[src/hdl/tkc_pkg.sv]
// Shared types, constants and register codes for the touch key controller.
package tkc_pkg;

    localparam int KEY_SLOTS  = 4;
    localparam int KEY_W      = 2;
    localparam int COUNT_W    = 16;
    localparam int THR_W      = 8;
    localparam int HOLD_W     = 16;
    localparam int LEVEL_W    = 3;
    localparam int LIDX_W     = 2;
    localparam int DUTY_W     = 8;
    localparam int TABLE_W    = 32;
    localparam int LEVELS     = 4;
    localparam int LED_W      = 3;
    localparam int APB_ADDR_W = 5;
    localparam int APB_DATA_W = 32;
    localparam int S_TDATA_W  = 16;
    localparam int M_TDATA_W  = 16;

    localparam int KEYS_DEFAULT        = 4;
    localparam int CAL_SAMPLES_DEFAULT = 16;
    localparam int COUNT_BITS_DEFAULT  = 16;

    localparam logic [THR_W-1:0]   THR_RESET   = 8'd15;
    localparam logic [HOLD_W-1:0]  SHORT_RESET = 16'd20;
    localparam logic [HOLD_W-1:0]  LONG_RESET  = 16'd500;
    localparam logic [LEVEL_W-1:0] LEVEL_RESET = 3'd4;
    localparam logic [TABLE_W-1:0] TABLE_RESET = 32'hFF641400;

    localparam int KEY_MOMENTARY = 0;
    localparam int KEY_TOGGLE    = 1;
    localparam int KEY_TIMER     = 2;
    localparam int KEY_DIMMER    = 3;

    // result tdata bit positions
    localparam int OUT_MOM      = 0;
    localparam int OUT_TOGGLE   = 1;
    localparam int OUT_TIMER    = 2;
    localparam int OUT_DUTY_LSB = 3;
    localparam int OUT_CAL      = 11;
    localparam int OUT_TOUCH    = 12;

    typedef enum logic [2:0] {
        REG_THR0,
        REG_THR1,
        REG_THR2,
        REG_THR3,
        REG_SHORT_HOLD,
        REG_LONG_HOLD,
        REG_LEVEL_COUNT,
        REG_DUTY_TABLE
    } reg_idx_t;

    typedef struct packed {
        logic [KEY_SLOTS-1:0][THR_W-1:0] threshold;
        logic [HOLD_W-1:0]               short_hold;
        logic [HOLD_W-1:0]               long_hold;
        logic [LEVEL_W-1:0]              level_count;
        logic [TABLE_W-1:0]              duty_table;
    } tkc_cfg_t;

    typedef struct packed {
        logic cal;
        logic touch;
        logic idle;
    } tkc_lane_t;

endpackage

[src/hdl/tkc_regs.sv]
// APB configuration registers of the touch key controller.
module tkc_regs (
    input  logic                            aclk,
    input  logic                            aresetn,
    input  logic                            psel,
    input  logic                            penable,
    input  logic                            pwrite,
    input  logic [tkc_pkg::APB_ADDR_W-1:0]  paddr,
    input  logic [tkc_pkg::APB_DATA_W-1:0]  pwdata,
    output logic [tkc_pkg::APB_DATA_W-1:0]  prdata,
    output logic                            pready,
    output tkc_pkg::tkc_cfg_t               cfg
);
    import tkc_pkg::*;

    tkc_cfg_t cfg_reg, cfg_next;
    reg_idx_t idx;
    logic     wr_en;

    assign pready = 1'b1;
    assign idx    = reg_idx_t'(paddr[APB_ADDR_W-1:2]);
    assign wr_en  = psel && penable && pwrite && pready;
    assign cfg    = cfg_reg;

    always_comb begin
        cfg_next = cfg_reg;
        if (wr_en) begin
            case (idx)
                REG_THR0:        cfg_next.threshold[0] = pwdata[THR_W-1:0];
                REG_THR1:        cfg_next.threshold[1] = pwdata[THR_W-1:0];
                REG_THR2:        cfg_next.threshold[2] = pwdata[THR_W-1:0];
                REG_THR3:        cfg_next.threshold[3] = pwdata[THR_W-1:0];
                REG_SHORT_HOLD:  cfg_next.short_hold   = pwdata[HOLD_W-1:0];
                REG_LONG_HOLD:   cfg_next.long_hold    = pwdata[HOLD_W-1:0];
                REG_LEVEL_COUNT: cfg_next.level_count  = pwdata[LEVEL_W-1:0];
                REG_DUTY_TABLE:  cfg_next.duty_table   = pwdata[TABLE_W-1:0];
                default: ;
            endcase
        end
    end

    always_comb begin
        case (idx)
            REG_THR0:        prdata = APB_DATA_W'(cfg_reg.threshold[0]);
            REG_THR1:        prdata = APB_DATA_W'(cfg_reg.threshold[1]);
            REG_THR2:        prdata = APB_DATA_W'(cfg_reg.threshold[2]);
            REG_THR3:        prdata = APB_DATA_W'(cfg_reg.threshold[3]);
            REG_SHORT_HOLD:  prdata = APB_DATA_W'(cfg_reg.short_hold);
            REG_LONG_HOLD:   prdata = APB_DATA_W'(cfg_reg.long_hold);
            REG_LEVEL_COUNT: prdata = APB_DATA_W'(cfg_reg.level_count);
            REG_DUTY_TABLE:  prdata = APB_DATA_W'(cfg_reg.duty_table);
            default:         prdata = '0;
        endcase
    end

    always_ff @(posedge aclk) begin
        if (!aresetn) begin
            cfg_reg.threshold   <= {KEY_SLOTS{THR_RESET}};
            cfg_reg.short_hold  <= SHORT_RESET;
            cfg_reg.long_hold   <= LONG_RESET;
            cfg_reg.level_count <= LEVEL_RESET;
            cfg_reg.duty_table  <= TABLE_RESET;
        end else begin
            cfg_reg <= cfg_next;
        end
    end

endmodule

[src/hdl/tkc_lane.sv]
// One key lane: baseline calibration, touch compare and hold counter.
module tkc_lane #(
    parameter int CAL_SAMPLES = tkc_pkg::CAL_SAMPLES_DEFAULT,
    parameter int COUNT_BITS  = tkc_pkg::COUNT_BITS_DEFAULT
) (
    input  logic                         aclk,
    input  logic                         aresetn,
    input  logic                         fire,
    input  logic [COUNT_BITS-1:0]        cnt,
    input  logic [tkc_pkg::THR_W-1:0]    threshold,
    input  logic [tkc_pkg::HOLD_W-1:0]   hold_load,
    output tkc_pkg::tkc_lane_t           status
);
    import tkc_pkg::*;

    localparam int SAMPLE_W  = $clog2(CAL_SAMPLES + 1);
    localparam int DIV_SHIFT = $clog2(CAL_SAMPLES);
    localparam int RECIP_W   = COUNT_BITS + 2;
    localparam int PROD_W    = COUNT_BITS + RECIP_W + DIV_SHIFT;
    localparam int SUM_W     = COUNT_BITS + 1;
    localparam logic [RECIP_W-1:0] RECIP = RECIP_W'(
        ((64'd1 << (COUNT_BITS + DIV_SHIFT)) + 64'(CAL_SAMPLES) - 64'd1) / 64'(CAL_SAMPLES));
    localparam logic [COUNT_BITS-1:0] COUNT_MAX   = '1;
    localparam logic [SAMPLE_W-1:0]   SAMPLE_LAST = SAMPLE_W'(CAL_SAMPLES);

    logic [COUNT_BITS-1:0] baseline_reg, baseline_next;
    logic [SAMPLE_W-1:0]   samples_reg, samples_next;
    logic [HOLD_W-1:0]     hold_reg, hold_next;
    logic [PROD_W-1:0]     prod;
    logic [COUNT_BITS-1:0] quot;
    logic [SUM_W-1:0]      sum;
    logic [SUM_W-1:0]      bound;
    logic                  calibrating;
    logic                  touch;

    // exact divide by the sample count through a reciprocal multiply
    assign prod        = PROD_W'(cnt) * PROD_W'(RECIP);
    assign quot        = prod[COUNT_BITS+DIV_SHIFT +: COUNT_BITS];
    assign sum         = {1'b0, baseline_reg} + {1'b0, quot};
    assign bound       = {1'b0, baseline_reg} + SUM_W'(threshold);
    assign calibrating = samples_reg < SAMPLE_LAST;
    assign touch       = !calibrating && ({1'b0, cnt} > bound);

    assign status = '{cal: calibrating, touch: touch, idle: hold_reg == '0};

    always_comb begin
        baseline_next = baseline_reg;
        samples_next  = samples_reg;
        hold_next     = hold_reg;
        if (fire) begin
            if (calibrating) begin
                baseline_next = sum[COUNT_BITS] ? COUNT_MAX : sum[COUNT_BITS-1:0];
                samples_next  = samples_reg + 1'b1;
            end else if (touch) begin
                hold_next = hold_load;
            end else if (hold_reg != '0) begin
                hold_next = hold_reg - 1'b1;
            end
        end
    end

    always_ff @(posedge aclk) begin
        if (!aresetn) begin
            baseline_reg <= '0;
            samples_reg  <= '0;
            hold_reg     <= '0;
        end else begin
            baseline_reg <= baseline_next;
            samples_reg  <= samples_next;
            hold_reg     <= hold_next;
        end
    end

    a_samples_bounded: assert property (@(posedge aclk) disable iff (!aresetn)
        samples_reg <= SAMPLE_LAST)
        else $error("calibration sample count overran");

    a_no_hold_in_cal: assert property (@(posedge aclk) disable iff (!aresetn)
        (hold_reg != '0) |-> !calibrating)
        else $error("hold counter loaded during calibration");

    a_baseline_frozen: assert property (@(posedge aclk) disable iff (!aresetn)
        !calibrating |=> $stable(baseline_reg))
        else $error("baseline moved after calibration");

endmodule

[src/hdl/touch_key_controller.sv]
// Top level of the touch key controller: input stage, key lanes, LED logic, result stage.
//
// Takes one discharge-time measurement per cycle on the s_ stream while s_tready is high
// and returns one result per measurement on the m_ stream. Sustained rate is one
// transaction per cycle while m_tready is held high: the measurement sits in an input
// register, the selected key lane does its reciprocal-multiply baseline update or its
// baseline-plus-threshold compare, and the LED, dimmer and result fields are registered
// in the same cycle. The result register frees the input side, so the next measurement
// is taken while a result waits. Each key calibrates on its first CAL_SAMPLES
// measurements; those results report calibrating and never touched. The user must put
// configuration on the APB port only while no transaction is in flight; not enforced.
module touch_key_controller #(
    parameter int KEYS        = tkc_pkg::KEYS_DEFAULT,
    parameter int CAL_SAMPLES = tkc_pkg::CAL_SAMPLES_DEFAULT,
    parameter int COUNT_BITS  = tkc_pkg::COUNT_BITS_DEFAULT
) (
    input  logic                            aclk,
    input  logic                            aresetn,
    input  logic                            s_tvalid,
    output logic                            s_tready,
    input  logic [tkc_pkg::S_TDATA_W-1:0]   s_tdata,  // count
    input  logic [tkc_pkg::KEY_W-1:0]       s_tuser,  // key
    output logic                            m_tvalid,
    input  logic                            m_tready,
    // momentary_led, toggle_led, timer_led, duty[7:0], calibrating, touched, 3'b0
    output logic [tkc_pkg::M_TDATA_W-1:0]   m_tdata,
    input  logic                            psel,
    input  logic                            penable,
    input  logic                            pwrite,
    input  logic [tkc_pkg::APB_ADDR_W-1:0]  paddr,
    input  logic [tkc_pkg::APB_DATA_W-1:0]  pwdata,
    output logic [tkc_pkg::APB_DATA_W-1:0]  prdata,
    output logic                            pready
);
    import tkc_pkg::*;

    tkc_cfg_t              cfg;
    tkc_lane_t             lane_st [KEY_SLOTS];
    tkc_lane_t             sel_st;
    logic [KEY_SLOTS-1:0]  hit;

    logic                  in_valid_reg, in_valid_next;
    logic [KEY_W-1:0]      key_reg;
    logic [COUNT_W-1:0]    count_reg;
    logic                  m_valid_reg, m_valid_next;
    logic [M_TDATA_W-1:0]  m_data_reg, m_data_next;
    logic [LED_W-1:0]      led_reg, led_next;
    logic [LIDX_W-1:0]     level_reg, level_next;

    logic                  s_accept;
    logic                  out_ready;
    logic                  advance;
    logic [COUNT_BITS-1:0] cnt;
    logic [LEVEL_W-1:0]    lim;
    logic [LIDX_W-1:0]     step;
    logic [TABLE_W-1:0]    duty_shift;

    tkc_regs u_regs (
        .aclk    (aclk),
        .aresetn (aresetn),
        .psel    (psel),
        .penable (penable),
        .pwrite  (pwrite),
        .paddr   (paddr),
        .pwdata  (pwdata),
        .prdata  (prdata),
        .pready  (pready),
        .cfg     (cfg)
    );

    assign out_ready = !m_valid_reg || m_tready;
    assign advance   = in_valid_reg && out_ready;
    assign s_tready  = !in_valid_reg || out_ready;
    assign s_accept  = s_tvalid && s_tready;
    assign cnt       = COUNT_BITS'(count_reg);

    for (genvar k = 0; k < KEY_SLOTS; k++) begin : g_lane
        assign hit[k] = key_reg == KEY_W'(k);
        if (k < KEYS) begin : g_on
            tkc_lane #(
                .CAL_SAMPLES (CAL_SAMPLES),
                .COUNT_BITS  (COUNT_BITS)
            ) u_lane (
                .aclk      (aclk),
                .aresetn   (aresetn),
                .fire      (advance && hit[k]),
                .cnt       (cnt),
                .threshold (cfg.threshold[k]),
                .hold_load ((k == KEY_TIMER) ? cfg.long_hold : cfg.short_hold),
                .status    (lane_st[k])
            );
        end else begin : g_off
            assign lane_st[k] = '0;
        end
    end

    assign sel_st = lane_st[key_reg];

    assign lim  = (cfg.level_count > LEVEL_W'(LEVELS)) ? LEVEL_W'(LEVELS) : cfg.level_count;
    assign step = level_reg + 1'b1;

    always_comb begin
        led_next   = led_reg;
        level_next = level_reg;
        if (advance) begin
            if (hit[KEY_MOMENTARY] && !lane_st[KEY_MOMENTARY].cal) begin
                if (lane_st[KEY_MOMENTARY].touch) begin
                    led_next[KEY_MOMENTARY] = 1'b1;
                end else if (lane_st[KEY_MOMENTARY].idle) begin
                    led_next[KEY_MOMENTARY] = 1'b0;
                end
            end
            if (hit[KEY_TIMER] && !lane_st[KEY_TIMER].cal) begin
                if (lane_st[KEY_TIMER].touch) begin
                    led_next[KEY_TIMER] = 1'b1;
                end else if (lane_st[KEY_TIMER].idle) begin
                    led_next[KEY_TIMER] = 1'b0;
                end
            end
            if (hit[KEY_TOGGLE] && lane_st[KEY_TOGGLE].touch && lane_st[KEY_TOGGLE].idle) begin
                led_next[KEY_TOGGLE] = !led_reg[KEY_TOGGLE];
            end
            if (hit[KEY_DIMMER] && lane_st[KEY_DIMMER].touch && lane_st[KEY_DIMMER].idle) begin
                level_next = ({1'b0, step} >= lim) ? '0 : step;
            end
        end
    end

    assign duty_shift = cfg.duty_table >> {level_next, 3'b000};

    always_comb begin
        m_data_next                                     = '0;
        m_data_next[OUT_MOM]                            = led_next[KEY_MOMENTARY];
        m_data_next[OUT_TOGGLE]                         = led_next[KEY_TOGGLE];
        m_data_next[OUT_TIMER]                          = led_next[KEY_TIMER];
        m_data_next[OUT_DUTY_LSB +: DUTY_W]             = duty_shift[DUTY_W-1:0];
        m_data_next[OUT_CAL]                            = sel_st.cal;
        m_data_next[OUT_TOUCH]                          = sel_st.touch;
    end

    always_comb begin
        in_valid_next = in_valid_reg;
        if (s_accept) begin
            in_valid_next = 1'b1;
        end else if (advance) begin
            in_valid_next = 1'b0;
        end
        m_valid_next = m_valid_reg;
        if (advance) begin
            m_valid_next = 1'b1;
        end else if (m_tready) begin
            m_valid_next = 1'b0;
        end
    end

    always_ff @(posedge aclk) begin
        if (!aresetn) begin
            in_valid_reg <= 1'b0;
            m_valid_reg  <= 1'b0;
            led_reg      <= '0;
            level_reg    <= '0;
        end else begin
            in_valid_reg <= in_valid_next;
            m_valid_reg  <= m_valid_next;
            led_reg      <= led_next;
            level_reg    <= level_next;
        end
    end

    always_ff @(posedge aclk) begin
        if (s_accept) begin
            key_reg   <= s_tuser;
            count_reg <= s_tdata;
        end
        if (advance) begin
            m_data_reg <= m_data_next;
        end
    end

    assign m_tvalid = m_valid_reg;
    assign m_tdata  = m_data_reg;

    a_cal_excludes_touch: assert property (@(posedge aclk) disable iff (!aresetn)
        m_valid_reg |-> !(m_data_reg[OUT_CAL] && m_data_reg[OUT_TOUCH]))
        else $error("result marked both calibrating and touched");

    a_stall_only_when_full: assert property (@(posedge aclk) disable iff (!aresetn)
        !s_tready |-> (in_valid_reg && m_valid_reg && !m_tready))
        else $error("input held off with room in the pipeline");

    a_leds_match_result: assert property (@(posedge aclk) disable iff (!aresetn)
        advance |=> (m_valid_reg && (m_data_reg[OUT_TIMER:OUT_MOM] == led_reg)))
        else $error("result LED fields differ from LED state");

    a_momentary_on_touch: assert property (@(posedge aclk) disable iff (!aresetn)
        (advance && hit[KEY_MOMENTARY] && lane_st[KEY_MOMENTARY].touch)
            |=> led_reg[KEY_MOMENTARY])
        else $error("momentary LED not lit on touch");

endmodule
[config.mk]
export PLATFORM = sky130hd
export DESIGN_NAME = touch_key_controller
export DESIGN_NICKNAME = d
export VERILOG_FILES = /design/src/hdl/tkc_pkg.sv /design/src/hdl/tkc_regs.sv /design/src/hdl/tkc_lane.sv /design/src/hdl/touch_key_controller.sv
export SDC_FILE = /design/constraint.sdc
export NUM_CORES = 1
export LEC_CHECK = 0
export BUFFER_PORTS_ARGS = -buffer_cell sky130_fd_sc_hd__buf_2
export CORE_ASPECT_RATIO = 0.5
export CORE_MARGIN = 8
export CORE_UTILIZATION = 40
export CTS_CLUSTER_SIZE = 40
export DETAILED_ROUTE_END_ITERATION = 10
export HOLD_SLACK_MARGIN = 0.05
export PLACE_DENSITY = 0.62
export REMOVE_ABC_BUFFERS = 1
export SKIP_CTS_REPAIR_TIMING = 1
export SLEW_MARGIN = 5
export SYNTH_ARGS = -nofsm -noshare
export SYNTH_HDL_FRONTEND = slang
export SYNTH_SLANG_ARGS = --single-unit
[constraint.sdc]
create_clock -name aclk -period 5.7 [get_ports aclk]
set_input_delay 1.14 -clock aclk [delete_from_list [all_inputs] [get_ports aclk]]
set_output_delay 1.14 -clock aclk [all_outputs]
set_load 0.05 [all_outputs]
# Yosys cells after proc, flatten, opt, wreduce, memory -nomap -nowiden
# Index checks and enable logic that the tools add are counted.
[word_totals] reg_bits=285 output_inout_bits=51
[classes] eq_ne=10 shifts=1 muxes=32 reduce_logical=59 magnitude_cmp=11 n_bitwise=5 add_sub_neg=17
[op_table] cell="one-hot mux 32 bit (8 select lines)" count=1
[op_table] cell="two-way mux 16 bit" count=12
[op_table] cell="adder 16 x 12 -> 17 bit" count=4
[op_table] cell="adder 16 x 8 -> 17 bit" count=4
[op_table] cell="greater-than comparator 16 x 17 -> 1 bit" count=4
[op_table] cell="zero test 16 bit" count=4
[op_table] cell="nonzero test 16 bit" count=4
[op_table] cell="subtractor 16 x 1 -> 16 bit (second input constant)" count=4
[op_table] cell=">> shifter 32 x 5 -> 8 bit" count=1
[op_table] cell="AND reduction 2 bit" count=12
[op_table] cell="adder 5 x 1 -> 5 bit (second input constant)" count=4
[op_table] cell="< comparator 5 bit (second input constant)" count=4
[op_table] cell="logical AND 1 bit" count=18
[op_table] cell="equality test 3 bit (second input constant)" count=4
[op_table] cell="two-way mux 3 bit" count=4
[op_table] cell="AND reduction 3 bit" count=4
[op_table] cell="nonzero test 2 bit" count=6
[op_table] cell="two-way mux 1 bit" count=11
[op_table] cell="zero test 1 bit" count=7
[op_table] cell="binary-select mux 3 bit (select 2 bit)" count=1
[op_table] cell="equality test 3 x 2 -> 1 bit (second input constant)" count=2
[op_table] cell="two-way mux 2 bit" count=3
[op_table] cell="equality test 2 bit (second input constant)" count=2
[op_table] cell="inverter 1 bit" count=4
[op_table] cell="10 further kinds" count=11

# Depth between registers and ports, before layout
[depth] depth_word=8 ltp_mapped=19 depth_no_buf=17

# By module
# Synthesis repeated with hierarchy kept, for this count alone.
[hier_totals] hier_cells=2212 hier_area_um2=19183.4
[by_module_without_submodules] mod="tkc_lane (g_lane[1].g_on.u_lane ...)" cells_each=373 area_per_inst_um2=3165.5 seq_area_each_um2=740.7 instances=2
[by_module_without_submodules] mod="tkc_regs" cells_each=521 area_per_inst_um2=4659.5 seq_area_each_um2=1981.9 instances=1
[by_module_without_submodules] mod="tkc_lane (g_lane[3].g_on.u_lane)" cells_each=394 area_per_inst_um2=3136.8 seq_area_each_um2=740.7 instances=1
[by_module_without_submodules] mod="tkc_lane (g_lane[0].g_on.u_lane)" cells_each=387 area_per_inst_um2=3125.5 seq_area_each_um2=740.7 instances=1
[by_module_without_submodules] mod="touch_key_controller" cells_each=164 area_per_inst_um2=1930.6 seq_area_each_um2=1071.0 instances=1

# Least setup slack after synthesis
# OpenSTA, ideal clock, no wires.
[synth_path] kind="register -> register" from="register u_regs.cfg[91] (netlist name)" to="register m_data_reg[12] (netlist: m_tdata[12]), data pin" setup_time_ns=0.272 arrival_time_ns=3.856 period_less_slack_ns=4.128 slack_ns=1.572 stages_incl_launch_ff=17 path_buffers=1 cell_sequence="dfxtp_1 > ha_1 > fa_1 > a21o_1 > nand2_1 > o22ai_1 > o31ai_1 > nor2_1 > xnor2_1 > ha_1 > and3_1 > a221o_1 > a221o_1 > o211a_4 > and2_4 > buf_6 > mux4_2"
[synth_rtl] element="end signal, assigned" line_no="touch_key_controller.sv:176" rtl="m_data_reg <= m_data_next;"
[synth_rtl] element="end, declared" line_no="touch_key_controller.sv:46" rtl="logic [M_TDATA_W-1:0] m_data_reg, m_data_next;"

# Worst setup path in the final report
[layout_path] from="register u_regs.cfg[84] (netlist name)" to="register g_lane[2].g_on.u_lane.hold_reg[1]"
[layout_between] elab_chain_len=5 elab_cells_between_ends=6 cone_classes="add/sub (1); order compare (1); mux (1); reduce/logical (3)"
[layout_rtl] element="adder 16 x 8 -> 17 bit *" line_no="tkc_lane.sv:40" rtl="assign bound = {1'b0, baseline_reg} + SUM_W'(threshold);"
[layout_rtl] element="greater-than comparator 16 x 17 -> 1 bit *" line_no="tkc_lane.sv:42" rtl="assign touch = !calibrating && ({1'b0, cnt} > bound);"
[layout_rtl] element="logical AND 1 bit *" line_no="tkc_lane.sv:42"
[layout_rtl] element="nonzero test 2 bit (no line)"
[layout_rtl] element="AND reduction 3 bit (no line)"
[layout_rtl] element="end signal, assigned" line_no="tkc_lane.sv:70" rtl="hold_reg <= hold_next;"
[layout_rtl] element="end, declared" line_no="tkc_lane.sv:28" rtl="logic [HOLD_W-1:0] hold_reg, hold_next;"
# Every way passes the cells marked *; elsewhere a longest branch is shown, timed or not.
# A chain may end at the register's enable or synchronous reset.

==> impl_metrics.ini <==
[route]
highest-signal-layer = met5
routed-via-count = 17034
detail_route.iter0.violations = 1297
dr_wl_met3_um = 3310
route.layer.met1.wl_um = 25900
totalWireLength_um = 56400
post-route-drc-count = 0
drt-vias-per-instance = 5.72
post_drt_wl_per_cell_um = 18.9
detailedRoute.firstPassIterationCount = 8
detailroute.wirelength.met2_um = 25800
ant_nets = 0

[yosys]
synth_area_leaders = sky130_fd_sc_hd__dfxtp_1 27%, sky130_fd_sc_hd__ha_1 10%, sky130_fd_sc_hd__nand2_1 5.9%
post_synth_and_or_nand_nor_area_fraction_pct = 21.8
post-synth-top-area-fraction_pct = 27.2
synth-warning-count = 0
synth.top_cells.by_count = 293 x sky130_fd_sc_hd__nand2_1, 254 x sky130_fd_sc_hd__dfxtp_1, 188 x sky130_fd_sc_hd__a21oi_1
synth_seq_cells = 285
synth_enable_flop_cells = 31
synth_seq_area_share_pct = 32.2
synth_top_flop_cell = sky130_fd_sc_hd__dfxtp_1
post_synth_instance_area_um2 = 18700
largest_family_of_logic_cells_by_synthesized_area = simple AND/OR/NAND/NOR gates
synth_xor_xnor_area_share_pct = 5.01
synth_cell_type_count = 94
post_synth_inst_count = 2261
portion_of_netlist_area_occupied_by_mux_cells_pct = 4.84
fraction_of_the_mapped_netlist_area_in_compound_gates_pct = 20.8
synth-async-reset-ratio_pct = 0
yosys.area.top_type = sky130_fd_sc_hd__dfxtp_1
synth.avg_cell_area_um2 = 8.27
synth_most_common_cell = sky130_fd_sc_hd__nand2_1
synth-adder-area-share_pct = 11.2

[grt]
global_route_wire_length_before_repair_um = 88100
antenna_found_initial = 1
global_route_usage_over_all_layers_pct = 19.9
vias_in_the_first_global_route = 15715
pin_count_of_the_biggest_net_entering_global_routing = 68
grt_overflow_total = 0

[floorplan]
floorplan.initialDensity_pct = 40.2
die_w_um = 322
placement_rows = 56
fp.dieH_um = 169
core_area_um2 = 46500
dieArea_um2 = 54400
io_pins = 113

[worst_setup_path]
critical-path-top-cell-by-count = sky130_fd_sc_hd__a21oi_1
setup.worst_path.class = reg -> reg
timing.rr.start = u_regs.cfg[84]
worstSetupStartpoint = u_regs.cfg[84]
crit_path_start_kind = register
crit_buf_inv = 0
critical-path-max-stage-delay_ps = 1030
critical_path_required_ps = 6200
setup.worst_path.end_class = register
cpLargestDelayFamily = compound AO/OA/AOI/OAI gates
cp_data_arrival_time_ps = 5530
critical_path_slowest_stage_cell = sky130_fd_sc_hd__o41ai_1
timing.critical_path.cells = ha_1 -> a21o_1 -> a21oi_1 -> o21ai_0 -> a21oi_1 -> o21ai_0 -> nand4_1 -> xor2_1 -> ha_1 -> and4_1 -> nand2_1 -> o41ai_1 -> or3_1 -> a21oi_1 -> o221a_2
crit_path_max_fanout = 16

[finish]
layout.cells.non_filler = 2977
fin_nets = 2539
insertedDiodeCount = 0
number_of_filler_instances_in_the_final_layout = 4646
area_growth_pct = 10.7
max_reg_flops = 99
final_layout_size_suffix_gt1_share_pct = 10.2

[clock_network]
clock_tree_root = sky130_fd_sc_hd__clkbuf_16
path_clk_slew_ps = 70
clock_tree.buffer_depth = 3
clock-sinks = 285
tritoncts = done
h-tree-depth = 1
numCtsBuffers = 30
clk-insertion-delay-late_ps = 610

[sta]
rsz_0062_raised_after_global_routing = no
finalSetupViolCount = 0
maxClockFrequency_mhz = 199
min_period_ps = 5030
max_slew.worst_pin.slew_ps = 1160
postLayoutSetupSlackWorst_ps = 671
setup-tns-final_ps = 0
number_of_max_slew_violations_in_the_final_report = 0
skew_ps = 25.6
finalHoldViolations = 0
worst_slew_slack_as_a_fraction_of_its_limit_pct = 21.5
final.period_utilization_pct = 88.2

[power]
max-vdd-ir-drop_mv = 0.256
power_leakage_nw = 8.27
powerDensity_nw_per_um2 = 227

[placed_design]
io_buffer_count = 106
place.gp.congestion = 0.861
dp.cells = 2921
dp_worst_slack_ps = 794
dp.final_hpwl_um = 40700

[flow_run]
cap_viol_max_count = 0

[hold_path]
worstHoldPathType = reg -> reg
hp-start = u_regs.cfg[46]

[run_status]
status = finished, final reports clean
report_power, final:
group          switching (mW)  internal [mW]
Sequential             0.0654           2.06
Combinational           0.412          0.243
Clock                   0.894           1.01
Total                    1.37           3.32
routing by layer:
layer,global-route usage (%),up-vias
met5,0,-
met4,5.42,2
met3,2.82,96
met2,32.7,454
met1,27.2,8112
li1,-,8370
area by class of cell:
class                           instances  area (µm²)  area share [%]
Multi-Input combinational cell       1786       11900            57.6
Clock inverter                         18         126           0.610
Inverter                               85         322            1.55
Clock buffer                           38         811            3.92
Tap cell                              638         798            3.86
Timing Repair Buffer                  127         703            3.40
Sequential cell                       285        6020            29.1
cells by family (layout without fill, tap and decap cells):
kind of cell | Yosys count | in the layout
mux | 87 | 87
other cells | 2 | 4
flops | 285 | 285
buf+inv | 192 | 268
simple gates | 837 | 837
compound gates | 589 | 589
xor+xnor | 107 | 107
fa+ha+maj | 162 | 162
worst paths after layout:
| check | to | slack, ps | cells past startpoint |
|---|---|---|---|
| setup / recovery | g_lane[2].g_on.u_lane.hold_reg[1] | 670 | 15 |
| hold / removal | u_regs.cfg[46] | 470 | 2 |
| setup reg to reg | g_lane[2].g_on.u_lane.hold_reg[1] | 670 | 15 |
| hold reg to reg | u_regs.cfg[46] | 470 | 2 |
per-stage QoR:
step | instance area (µm²) | power [mW] | utilization (%) | hold WS (ps)
after detailed placement | 19800 | 2.82 | 42.5 | 455
after CTS | 20700 | 4.73 | 44.5 | 465
after global placement | 19800 | 2.81 | 42.5 | 452
after global routing | 20700 | 4.90 | 44.5 | 481
final | 20700 | 4.69 | 44.5 | 465
after floorplan | 18300 | 2.60 | - | 439
worst register-to-register path, cell delays in order, from the launching register on:
cell and delay [ps]:
sky130_fd_sc_hd__dfxtp_1 360, sky130_fd_sc_hd__ha_1 290, sky130_fd_sc_hd__a21o_1 110, sky130_fd_sc_hd__a21oi_1 100
sky130_fd_sc_hd__o21ai_0 290, sky130_fd_sc_hd__a21oi_1 140, sky130_fd_sc_hd__o21ai_0 470, sky130_fd_sc_hd__nand4_1 180
sky130_fd_sc_hd__xor2_1 180, sky130_fd_sc_hd__ha_1 300, sky130_fd_sc_hd__and4_1 180, sky130_fd_sc_hd__nand2_1 80
sky130_fd_sc_hd__o41ai_1 1030, sky130_fd_sc_hd__or3_1 710, sky130_fd_sc_hd__a21oi_1 200, sky130_fd_sc_hd__o221a_2 310
cell usage in the layout, fill, tap and decap left out, drive strengths merged, types with 20 or more instances in the layout:
| cell | Yosys | routed |
|---|---|---|
| a21o | 35 | 35 |
| a21oi | 188 | 188 |
| a31oi | 21 | 21 |
| and2 | 33 | 33 |
| and3 | 29 | 29 |
| buf | 28 | 127 |
| clkbuf | 79 | 38 |
| dfxtp | 254 | 254 |
| edfxtp | 31 | 31 |
| ha | 154 | 154 |
| inv | 84 | 86 |
| mux2i | 80 | 80 |
| nand2 | 294 | 294 |
| nand2b | 25 | 25 |
| nand3 | 84 | 84 |
| nand4 | 35 | 35 |
| nor2 | 157 | 157 |
| nor2b | 31 | 31 |
| nor3 | 54 | 54 |
| nor4 | 30 | 30 |
| o21a | 26 | 26 |
| o21ai | 118 | 118 |
| o22ai | 20 | 20 |
| or3 | 26 | 26 |
| xnor2 | 54 | 54 |
| xor2 | 53 | 53 |
Power figures use the tool's default switching activity.
